<file path="src/hdl/rmud_pkg.sv">
// ----------------------------------------------------------------------------
// rmud_pkg: shared types and constants for the radio module UART deframer
// Result item layout, configuration bundle, frame constants and helpers.
// ----------------------------------------------------------------------------
package rmud_pkg;

	// Result kinds
	localparam logic [1:0] KIND_BYTE = 2'd0;
	localparam logic [1:0] KIND_DONE = 2'd1;
	localparam logic [1:0] KIND_DROP = 2'd2;

	// Configuration register indexes
	localparam logic [1:0] CFG_RSSI_EN  = 2'd0;
	localparam logic [1:0] CFG_DATA_IND = 2'd1;
	localparam logic [1:0] CFG_GAP      = 2'd2;

	// Frame constants
	localparam logic [7:0] SYNC_BYTE    = 8'hFF;
	localparam logic [7:0] TGRAM_CFIELD = 8'h44;
	localparam logic [7:0] TGRAM_MINLEN = 8'd10;
	localparam logic [8:0] RSSI_OFFSET  = 9'd74;
	localparam logic [8:0] RSSI_WRAP    = 9'd256;

	typedef struct packed {
		logic              rssi_enabled;
		logic [6:0]        data_indication_code;
		logic [15:0]       gap_limit;
	} rmud_cfg_t;

	typedef struct packed {
		logic [1:0]        kind;
		logic [7:0]        payload_byte;
		logic [7:0]        message_id;
		logic signed [8:0] signal_dbm;
		logic              rssi_valid;
		logic              checksum_ok;
		logic              last_of_step;
	} rmud_result_t;

	// Up to two results per item, pushed into the result queue together
	typedef struct packed {
		logic [1:0]        count;
		rmud_result_t      r0;
		rmud_result_t      r1;
	} rmud_push_t;

	// Raw RSSI byte as signed value, halved toward zero, minus 74
	function automatic logic signed [8:0] rssi_to_dbm(input logic [7:0] raw);
		logic [8:0] mag;
		logic [8:0] res;
		mag = RSSI_WRAP - {1'b0, raw};
		if (raw[7]) begin
			res = 9'd0 - {1'b0, mag[8:1]} - RSSI_OFFSET;
		end else begin
			res = {2'b00, raw[7:1]} - RSSI_OFFSET;
		end
		return $signed(res);
	endfunction

	function automatic rmud_result_t byte_result(input logic [7:0] b);
		rmud_result_t r;
		r = '0;
		r.kind = KIND_BYTE;
		r.payload_byte = b;
		return r;
	endfunction

	function automatic rmud_result_t done_result(input logic [7:0] mid, input logic ok,
		input logic has_rssi, input logic [7:0] raw);
		rmud_result_t r;
		r = '0;
		r.kind = KIND_DONE;
		r.message_id = mid;
		r.checksum_ok = ok;
		r.rssi_valid = has_rssi;
		r.signal_dbm = has_rssi ? rssi_to_dbm(raw) : 9'sd0;
		return r;
	endfunction

endpackage

</file>
<file path="src/hdl/rmud_core.sv">
// ----------------------------------------------------------------------------
// rmud_core: frame state and per-item parse logic
// Holds the frame tracking state and builds the results of one item.
// ----------------------------------------------------------------------------
module rmud_core import rmud_pkg::*; (
	input  logic       clk,
	input  logic       arst_n,
	input  logic       step,
	input  logic       mode_s1,
	input  logic [7:0] rx_byte_s1,
	input  rmud_cfg_t  cfg,
	output rmud_push_t push
);

	typedef enum logic [2:0] {
		PH_EMPTY,
		PH_HELD,
		PH_CODE,
		PH_LEN,
		PH_BODY,
		PH_RSSI,
		PH_SUM,
		PH_TGRAM
	} phase_t;

	phase_t      phase_q, phase_d;
	logic [7:0]  held_q, held_d;
	logic [7:0]  code_q, code_d;
	logic [8:0]  left_q, left_d;
	logic [7:0]  xor_q, xor_d;
	logic [7:0]  rssi_raw_q, rssi_raw_d;
	logic        expect_q, expect_d;
	logic [15:0] sil_q, sil_d;
	logic [15:0] sil_inc;
	logic [1:0]  n;
	rmud_result_t r0, r1;

	assign sil_inc = (sil_q != 16'hFFFF) ? sil_q + 16'd1 : sil_q;

	always_comb begin
		phase_d    = phase_q;
		held_d     = held_q;
		code_d     = code_q;
		left_d     = left_q;
		xor_d      = xor_q;
		rssi_raw_d = rssi_raw_q;
		expect_d   = expect_q;
		sil_d      = sil_q;
		r0 = '0;
		r1 = '0;
		n  = 2'd0;
		if (mode_s1) begin
			if (phase_q != PH_EMPTY) begin
				sil_d = sil_inc;
				if (sil_inc >= cfg.gap_limit) begin
					r0.kind = KIND_DROP;
					n       = 2'd1;
					phase_d = PH_EMPTY;
					sil_d   = 16'd0;
				end
			end
		end else begin
			sil_d = 16'd0;
			case (phase_q)
				PH_EMPTY: begin
					held_d  = rx_byte_s1;
					phase_d = (rx_byte_s1 == SYNC_BYTE) ? PH_CODE : PH_HELD;
				end
				PH_HELD: begin
					if (held_q >= TGRAM_MINLEN && rx_byte_s1 == TGRAM_CFIELD) begin
						expect_d = cfg.rssi_enabled;
						r0       = byte_result(held_q);
						r1       = byte_result(rx_byte_s1);
						n        = 2'd2;
						left_d   = {1'b0, held_q} - 9'd1;
						phase_d  = PH_TGRAM;
					end else begin
						held_d  = rx_byte_s1;
						phase_d = (rx_byte_s1 == SYNC_BYTE) ? PH_CODE : PH_HELD;
					end
				end
				PH_CODE: begin
					code_d   = rx_byte_s1;
					xor_d    = SYNC_BYTE ^ rx_byte_s1;
					expect_d = cfg.rssi_enabled &&
						(rx_byte_s1 == {1'b1, cfg.data_indication_code});
					phase_d  = PH_LEN;
				end
				PH_LEN: begin
					xor_d = xor_q ^ rx_byte_s1;
					if (rx_byte_s1 != 8'd0) begin
						r0      = byte_result(rx_byte_s1);
						n       = 2'd1;
						left_d  = {1'b0, rx_byte_s1};
						phase_d = PH_BODY;
					end else begin
						phase_d = expect_q ? PH_RSSI : PH_SUM;
					end
				end
				PH_BODY: begin
					xor_d  = xor_q ^ rx_byte_s1;
					r0     = byte_result(rx_byte_s1);
					n      = 2'd1;
					left_d = left_q - 9'd1;
					if (left_q == 9'd1) begin
						phase_d = expect_q ? PH_RSSI : PH_SUM;
					end
				end
				PH_RSSI: begin
					xor_d      = xor_q ^ rx_byte_s1;
					rssi_raw_d = rx_byte_s1;
					phase_d    = PH_SUM;
				end
				PH_SUM: begin
					r0      = done_result(code_q, xor_q == rx_byte_s1, expect_q, rssi_raw_q);
					n       = 2'd1;
					phase_d = PH_EMPTY;
				end
				PH_TGRAM: begin
					r0     = byte_result(rx_byte_s1);
					n      = 2'd1;
					left_d = left_q - 9'd1;
					if (left_q == 9'd1) begin
						rssi_raw_d = rx_byte_s1;
						r1         = done_result(8'd0, 1'b1, expect_q, rx_byte_s1);
						n          = 2'd2;
						phase_d    = PH_EMPTY;
					end
				end
				default: begin
					phase_d = PH_EMPTY;
				end
			endcase
		end
		// flag the final result of this item
		if (n == 2'd1) begin
			r0.last_of_step = 1'b1;
		end
		if (n == 2'd2) begin
			r1.last_of_step = 1'b1;
		end
	end

	assign push.count = step ? n : 2'd0;
	assign push.r0    = r0;
	assign push.r1    = r1;

	always_ff @(posedge clk or negedge arst_n) begin
		if (!arst_n) begin
			phase_q    <= PH_EMPTY;
			held_q     <= 8'd0;
			code_q     <= 8'd0;
			left_q     <= 9'd0;
			xor_q      <= 8'd0;
			rssi_raw_q <= 8'd0;
			expect_q   <= 1'b0;
			sil_q      <= 16'd0;
		end else if (step) begin
			phase_q    <= phase_d;
			held_q     <= held_d;
			code_q     <= code_d;
			left_q     <= left_d;
			xor_q      <= xor_d;
			rssi_raw_q <= rssi_raw_d;
			expect_q   <= expect_d;
			sil_q      <= sil_d;
		end
	end

endmodule

</file>
<file path="src/hdl/rmud_queue.sv">
// ----------------------------------------------------------------------------
// rmud_queue: four-entry result queue
// Takes up to two results per cycle, hands out one per output handshake.
// ----------------------------------------------------------------------------
module rmud_queue import rmud_pkg::*; (
	input  logic         clk,
	input  logic         arst_n,
	input  rmud_push_t   push,
	input  logic         out_ready,
	output logic         out_valid,
	output rmud_result_t head,
	output logic         room
);

	rmud_result_t mem_q [4];
	logic [1:0]   wr_ptr_q;
	logic [1:0]   rd_ptr_q;
	logic [2:0]   count_q;
	logic         pop;

	assign out_valid = (count_q != 3'd0);
	assign pop       = out_valid && out_ready;
	assign head      = mem_q[rd_ptr_q];
	// two free slots needed before the next item may be parsed
	assign room      = (count_q <= 3'd2);

	always_ff @(posedge clk) begin
		if (push.count != 2'd0) begin
			mem_q[wr_ptr_q] <= push.r0;
		end
		if (push.count == 2'd2) begin
			mem_q[wr_ptr_q + 2'd1] <= push.r1;
		end
	end

	always_ff @(posedge clk or negedge arst_n) begin
		if (!arst_n) begin
			wr_ptr_q <= 2'd0;
			rd_ptr_q <= 2'd0;
			count_q  <= 3'd0;
		end else begin
			wr_ptr_q <= wr_ptr_q + push.count;
			rd_ptr_q <= rd_ptr_q + {1'b0, pop};
			count_q  <= count_q + {1'b0, push.count} - {2'b00, pop};
		end
	end

endmodule

</file>
<file path="src/hdl/radio_module_uart_deframer.sv">
// ----------------------------------------------------------------------------
// radio_module_uart_deframer: splits a radio module UART byte stream into frames
// Command frames and telegrams out as byte items plus a completion item.
// ----------------------------------------------------------------------------
// Feed one item per cycle: a received byte (mode 0) or a time tick (mode 1).
// The block takes a new item every cycle while the result queue has room; the
// first result of an item passes through the input register and then the
// result queue before it shows on the output. Most items give zero or one
// result; opening a telegram and its last byte give two, which leave the
// output one per cycle while out_ready is high. Input stalls only when
// the four-entry result queue has fewer than two free slots, so throughput is
// set by how fast the consumer drains results. Command frames are FF, cmd,
// len, payload, optional RSSI, XOR checksum; telegrams open on a length of 10
// or more followed by 0x44. rssi_enabled and data_indication_code are sampled
// when a frame opens. A run of gap_limit ticks with a partial frame drops it
// with a single drop item. Write configuration only while the block is idle.
module radio_module_uart_deframer import rmud_pkg::*; (
	input  logic              clk,
	input  logic              arst_n,
	// input items
	input  logic              in_valid,
	output logic              in_ready,
	input  logic              mode,
	input  logic [7:0]        rx_byte,
	// result items
	output logic              out_valid,
	input  logic              out_ready,
	output logic [1:0]        kind,
	output logic [7:0]        payload_byte,
	output logic [7:0]        message_id,
	output logic signed [8:0] signal_dbm,
	output logic              rssi_valid,
	output logic              checksum_ok,
	output logic              last_of_step,
	// configuration writes
	input  logic              cfg_we,
	input  logic [1:0]        cfg_index,
	input  logic [15:0]       cfg_wdata
);

	rmud_cfg_t    cfg_q;
	logic         valid_s1;
	logic         mode_s1;
	logic [7:0]   rx_byte_s1;
	logic         fire;
	logic         room;
	rmud_push_t   push;
	rmud_result_t head;

	// Configuration registers
	always_ff @(posedge clk or negedge arst_n) begin
		if (!arst_n) begin
			cfg_q.rssi_enabled         <= 1'b1;
			cfg_q.data_indication_code <= 7'd3;
			cfg_q.gap_limit            <= 16'd2000;
		end else if (cfg_we) begin
			case (cfg_index)
				CFG_RSSI_EN:  cfg_q.rssi_enabled         <= cfg_wdata[0];
				CFG_DATA_IND: cfg_q.data_indication_code <= cfg_wdata[6:0];
				CFG_GAP:      cfg_q.gap_limit            <= cfg_wdata;
				default: begin
				end
			endcase
		end
	end

	// Input register: parse the held item once the queue has room
	assign fire     = valid_s1 && room;
	assign in_ready = !valid_s1 || fire;

	always_ff @(posedge clk or negedge arst_n) begin
		if (!arst_n) begin
			valid_s1 <= 1'b0;
		end else if (in_valid && in_ready) begin
			valid_s1 <= 1'b1;
		end else if (fire) begin
			valid_s1 <= 1'b0;
		end
	end

	always_ff @(posedge clk) begin
		if (in_valid && in_ready) begin
			mode_s1    <= mode;
			rx_byte_s1 <= rx_byte;
		end
	end

	rmud_core u_core (
		.clk        (clk),
		.arst_n     (arst_n),
		.step       (fire),
		.mode_s1    (mode_s1),
		.rx_byte_s1 (rx_byte_s1),
		.cfg        (cfg_q),
		.push       (push)
	);

	rmud_queue u_queue (
		.clk       (clk),
		.arst_n    (arst_n),
		.push      (push),
		.out_ready (out_ready),
		.out_valid (out_valid),
		.head      (head),
		.room      (room)
	);

	// Drive the result fields from the queue head
	assign kind         = head.kind;
	assign payload_byte = head.payload_byte;
	assign message_id   = head.message_id;
	assign signal_dbm   = head.signal_dbm;
	assign rssi_valid   = head.rssi_valid;
	assign checksum_ok  = head.checksum_ok;
	assign last_of_step = head.last_of_step;

	// A two-result item marks only its second result as last
	a_last_pair: assert property (@(posedge clk) disable iff (!arst_n)
		push.count == 2'd2 |-> !push.r0.last_of_step && push.r1.last_of_step)
		else $error("two-result item carries a wrong last flag");

	// A drop comes only from a tick and alone
	a_drop_tick: assert property (@(posedge clk) disable iff (!arst_n)
		(push.count != 2'd0 && push.r0.kind == KIND_DROP) |-> mode_s1 && push.count == 2'd1)
		else $error("drop result from a data byte or with a companion");

	// Results appear only after an item was parsed
	a_out_cause: assert property (@(posedge clk) disable iff (!arst_n)
		$rose(out_valid) |-> $past(fire))
		else $error("result appeared without a parsed item");

endmodule
</file>
<file path="config.mk">
export PLATFORM = sky130hd
export DESIGN_NAME = radio_module_uart_deframer
export DESIGN_NICKNAME = d
export VERILOG_FILES = /design/src/hdl/rmud_pkg.sv /design/src/hdl/rmud_core.sv /design/src/hdl/rmud_queue.sv /design/src/hdl/radio_module_uart_deframer.sv
export SDC_FILE = /design/constraint.sdc
export NUM_CORES = 1
export LEC_CHECK = 0
export BUFFER_PORTS_ARGS = -buffer_cell sky130_fd_sc_hd__buf_2
export CAP_MARGIN = 20
export CORE_MARGIN = 2
export CORE_UTILIZATION = 55
export CTS_CLUSTER_SIZE = 25
export DETAILED_ROUTE_END_ITERATION = 12
export PLACE_DENSITY = 0.78
export RECOVER_POWER = 25
export SETUP_SLACK_MARGIN = 0.3
export SYNTH_ARGS = -nofsm -noshare
export SYNTH_HDL_FRONTEND = slang
export SYNTH_SLANG_ARGS = --single-unit
</file>
<file path="constraint.sdc">
create_clock -name clk -period 4.85 [get_ports clk]
set_input_delay 0.2425 -clock clk [delete_from_list [all_inputs] [get_ports clk]]
set_output_delay 0.2425 -clock clk [all_outputs]
set_load 0.05 [all_outputs]
</file>
Word level (Yosys, flattened, before mapping) --
Memories as Yosys holds them, arrays and structs flattened. Index checks and enable logic that the tools add are counted.
Operators by class: $add $sub $neg 16, $lt $le $gt $ge 3, equal/unequal tests 26, muxes and demuxes 55, bitwise logic cells 3, reductions and logical operators 33
Operators with widths (count):
- $pmux W30 S4 | 1
- $mux W28 | 4
- $mux W16 | 4
- $pmux W30 S2 | 1
- $mux W9 | 6
- $pmux W8 S2 | 3
- $mux W30 | 1
- $mux W29 | 1
- $pmux W9 S3 | 1
- $pmux W3 S8 | 1
- $mux W3 | 7
- $mux W2 | 10
- $sub A1 B8 Y9 const A | 2
- $sub A9 B7 Y9 const B | 2
- $sub A9 B8 Y9 const A | 2
- $add A16 B1 Y16 const B | 1
- $eq A8 B8 Y1 | 2
- $ge A16 B16 Y1 | 1
- $mux W8 | 2
- $ne A16 B16 Y1 const B | 1
- $sub A7 B7 Y8 const B | 2
- $eq A3 B3 Y1 const B | 4
- $reduce_and A4 Y1 | 3
- $reduce_bool A2 Y1 | 6
- 37 further kinds | 68
Storage, ports and cells: flip-flop bits (word level) 102, bits in writable memories 120, bits of input ports 32, output and inout bits 32, logic and storage cells 154, memories kept 1
Memory list:
- u_queue.mem_q | words 4, width 30, read ports 1, clocked after memory_dff 0, write ports 2, line rmud_queue.sv:15 | rmud_result_t mem_q [4];

Logic depth before layout (Yosys ltp) --
word-level depth 10, mapped depth 19, depth with buffers taken out 16

Hierarchy --
A second synthesis with hierarchy kept.
Second synthesis, totals: cells, all modules 1106, area total of the unflattened synthesis 13186.4 µm²
Modules (own cells, without submodules):
- rmud_queue | instances 1, cells each 329, area an instance 6379.9 µm², sequential area each 3778.6 µm²
- rmud_core | instances 1, cells each 711, area an instance 5516.5 µm², sequential area each 1526.5 µm²
- radio_module_uart_deframer | instances 1, cells each 66, area an instance 1290.0 µm², sequential area each 907.1 µm²

Worst setup path before layout --
OpenSTA, ideal clock, no wires.
path kind reg-to-reg, start register u_core.sil_q[3], end memory u_queue.mem_q[1][0] (netlist bit), enable pin, library setup time 0.378 ns, arrival time 3.935 ns, data required time 4.472 ns, setup slack 0.537 ns, stages on the path, launching flop included 18, buffers on the path 4, clock period less this slack 4.313 ns, path through dfrtp_1 buf_2 and4_1 and3_1 clkbuf_1 and3_1 clkbuf_1 nor2_2 nand4_1 xnor2_1 ha_1 nand2_1 nor3_1 a32oi_1 a31oi_1 o21ai_2 buf_2 nand2_1
RTL lines:
- start: declaration | line rmud_core.sv:33 | logic [15:0] sil_q, sil_d;
- start signal: assignment | line rmud_core.sv:166 | sil_q <= sil_d;
- end: declaration | line rmud_queue.sv:15

==> results.md <==
* Global-route usage over all layers at 0.277
* Initial antenna violation count at 0
* Share of layout cells above drive strength 1 at 0.178
* Crit path launch type: flip-flop
* NumNets Final at 1378
* Finish-stage setup viols at 0
* DP Wirelength at 22.3 mm
* RSZ-0062 raised after global routing: false
* Clock buffer depth at 3
* Routed WL per cell at 20.6 um
* Slew @ Worst Pin at 2940 ps
* Rel. slew slack at -0.960
* Setup crit end kind: flip-flop
* CTS buffer count at 25
* Setup CP Type: flip-flop to flip-flop
* Initial DRC count at 845
* Failing checks: capacitance limit, slew limit
* Crit path required time at 5150 ps
* Flops & latches, synth at 222
* Synth Warn # at 0
* Clk_lat worst skew at 550 ps
* Final Total Pwr at 0.00687 W
* Peak supply drop at 0.257 mV
* Seq/Total Area, Yosys at 0.464
* Critical Path, Cell by Cell: and4_1 > and3_1 > and3_2 > mux2_2 > ha_1 > a2111o_1 > a32oi_1 > nand3_1 > a22o_4 > nor2_2 > inv_4 > o21a_1
* CTS clk-pin slew, worst paths at 60 ps
* Yosys top cell area share at 0.221
* Postcts setup bufs at 0
* Hold Startpoint: cfg_index[1]
* Mapped Area at 12600 um2
* IO Count at 64
* Vias per cell at 6.43
* Syn_nets at 1314
* Crit path DAT at 4640 ps
* Fin crit share at 0.895
* Via count at 10400
* Critical Path Start: u_core.sil_q[3]
* Final GP Congestion at 0.895
* Global-route wire length before repair at 53.4 mm
* Layout Skew at 14.3 ps
* Die footprint at 24200 um2
* Setup WS pre-CTS at 434 ps
* CP max stage cell: dfrtp_1
* Root Buffer: clkbuf_16
* Netlist cell types at 84
* Initial core utilization at 0.559
* Leading cell type by number of instances after synthesis: nor2_1
* R2R Path Start: u_core.sil_q[3]
* Power Density at 481 nW/um2
* Family with the most delay on the worst path: simple AND/OR/NAND/NOR gates
* Period minus WS final at 4340 ps
* Ys async rst share at 0.419
* HP Class: input pin to flip-flop
* CTS tree: built
* Antenna-violating nets left at 0
* Total global routing overflow at 0
* Clk sinks at 222
* Fmax at 0.230 GHz
* Core area at 22600 um2
* Row cnt at 55
* Post-route worst setup slack at 509 ps
* Die H at 155 um
* Final Hold Viols at 0
* Max FO, Critical Path at 22
* Port bufs at 63
* Fin Setup TNS at 0 ps
* Initial DRT Pass Iterations at 7
* Design Area, Final at 14300 um2
* Placed cell area at 13200 um2
* Critical path buffer and inverter count at 1
* Post-synthesis cell count at 1245
* Area added between synthesis and finish at 13.3%
* Max-Cap Viols at 1
* Crit-path max cell delay at 470 ps
* Synth area leader: edfxtp_1
* Die Width at 155 um
* Final antenna diode count at 0
* DRT Wirelength at 33.3 mm
* DRC viols at 0
* Post-Syn Area per Cell at 10.1 um2
* Status: finished, violations left
* Most common flop cell mapped by yosys: edfxtp_1
* Commonest cells in the netlist: nor2_1 (120), nand2_1 (110), edfxtp_1 (93)
* Synth top area cells: edfxtp_1 (22%), dfrtp_1 (17%), dfxtp_1 (5.7%)
* Final Max Slew Viols at 55
* Vias in the first global route at 10100
* Largest net degree at the start of global routing at 55
* Fillers at 1812
* Leak Pwr at 5.56 nW
* Post-synth EDFFs at 93
* H-tree levels at 1
sequential cells by signal, summed over array words and instances, names as in the netlist, 8 cells and up:
name and flops:
u_core.xor_q 8, rx_byte_s1 8, u_queue.mem_q 120, u_core.held_q 8, u_core.code_q 8, u_core.left_q 9
u_core.rssi_raw_q 8, cfg_q 24, u_core.sil_q 16
power breakdown:
group | total [W] | internal [W] | switching [W]
Clock | 0.00191 | 0.00109 | 0.000814
Combinational | 0.00247 | 0.000888 | 0.00158
Sequential | 0.00249 | 0.00216 | 0.000337
Total | 0.00687 | 0.00414 | 0.00273
worst paths after layout:
kind	to	slack (ps)	depth (start not counted)
worst max-delay path	u_queue.mem_q[3][6]	510	12
worst min-delay path	cfg_q[23]	90	3
worst max register to register	u_queue.mem_q[3][6]	510	12
worst min register to register	u_queue.mem_q[1][12]	460	2
max in group asynchronous	u_core.left_q[8]	1400	3
min in group asynchronous	u_queue.rd_ptr_q[1]	1210	2
layer usage:
layer | part of all wire | global-route usage
met5 | 0 | 0
met4 | 0.031 | 0.0987
met3 | 0.074 | 0.0435
met2 | 0.48 | 0.463
met1 | 0.42 | 0.369
what timing repair did:
item / 4_1_cts / 5_1_grt
hold buffers: 27 / 0
gates resized for setup: 0 / 7
setup endpoints to repair: 0 / 61
endpoints found under the hold margin: 81 / 0
cell usage in the layout, fill, tap and decap left out, drive strengths merged, types with 9 or more instances in the layout:
cell / Yosys / final
nor2: 122 / 122
nand2: 110 / 110
o21ai: 104 / 104
edfxtp: 93 / 93
buf: 34 / 90
dfrtp: 84 / 84
a21oi: 55 / 55
inv: 48 / 52
mux2: 40 / 40
nand3: 38 / 38
ha: 36 / 36
dfxtp: 36 / 36
clkbuf: 49 / 35
o22ai: 34 / 34
mux4: 30 / 30
dlygate4sd3: 0 / 27
xnor2: 26 / 26
nor3: 22 / 22
a22o: 21 / 21
mux2i: 20 / 20
xor2: 17 / 17
nand4: 16 / 16
nand2b: 16 / 16
and2: 15 / 15
nor2b: 13 / 13
a31oi: 11 / 11
o31ai: 11 / 11
nand3b: 9 / 9
and3: 9 / 9
nor4: 9 / 9
dfstp: 9 / 9
per-stage QoR:
stage	std cells	hold slack (ps)	util
global placement	1540	327	0.584
CTS	1613	70.2	0.633
finish	1613	89.1	0.633
detailed placement	1540	339	0.584
floorplan	1245	-53.1	-
global route	1613	105	0.633
worst register-to-register path, cell delays in order, from the launching register on:
cell and delay (ps):
dfrtp_1 470, and4_1 300, and3_1 300, and3_2 320, mux2_2 370, ha_1 270
a2111o_1 360, a32oi_1 360, nand3_1 300, a22o_4 430, nor2_2 280, inv_4 190
o21a_1 160
area by class of cell:
| class | count | area (um2) | area share |
|---|---|---|---|
| flip-flops and latches | 222 | 5850 | 0.410 |
| repair buffers | 120 | 818 | 0.0573 |
| well taps | 285 | 357 | 0.0250 |
| multi-input cells | 892 | 6240 | 0.437 |
| clock inverters | 14 | 136 | 0.00954 |
| clock buffers | 32 | 702 | 0.0491 |
| inverters | 48 | 185 | 0.0130 |
cell families (layout without fill, tap and decap cells):
family,Yosys count,in the layout,share of synthesized area
compound gates,309,309,0.160
xor+xnor,43,43,0.0299
mux,90,90,0.105
flops,222,222,0.464
buf+inv,131,214,0.0425
fa+ha+maj,37,37,0.0373
simple gates,413,413,0.161
Note: power is estimated with default switching activity, not from simulation.
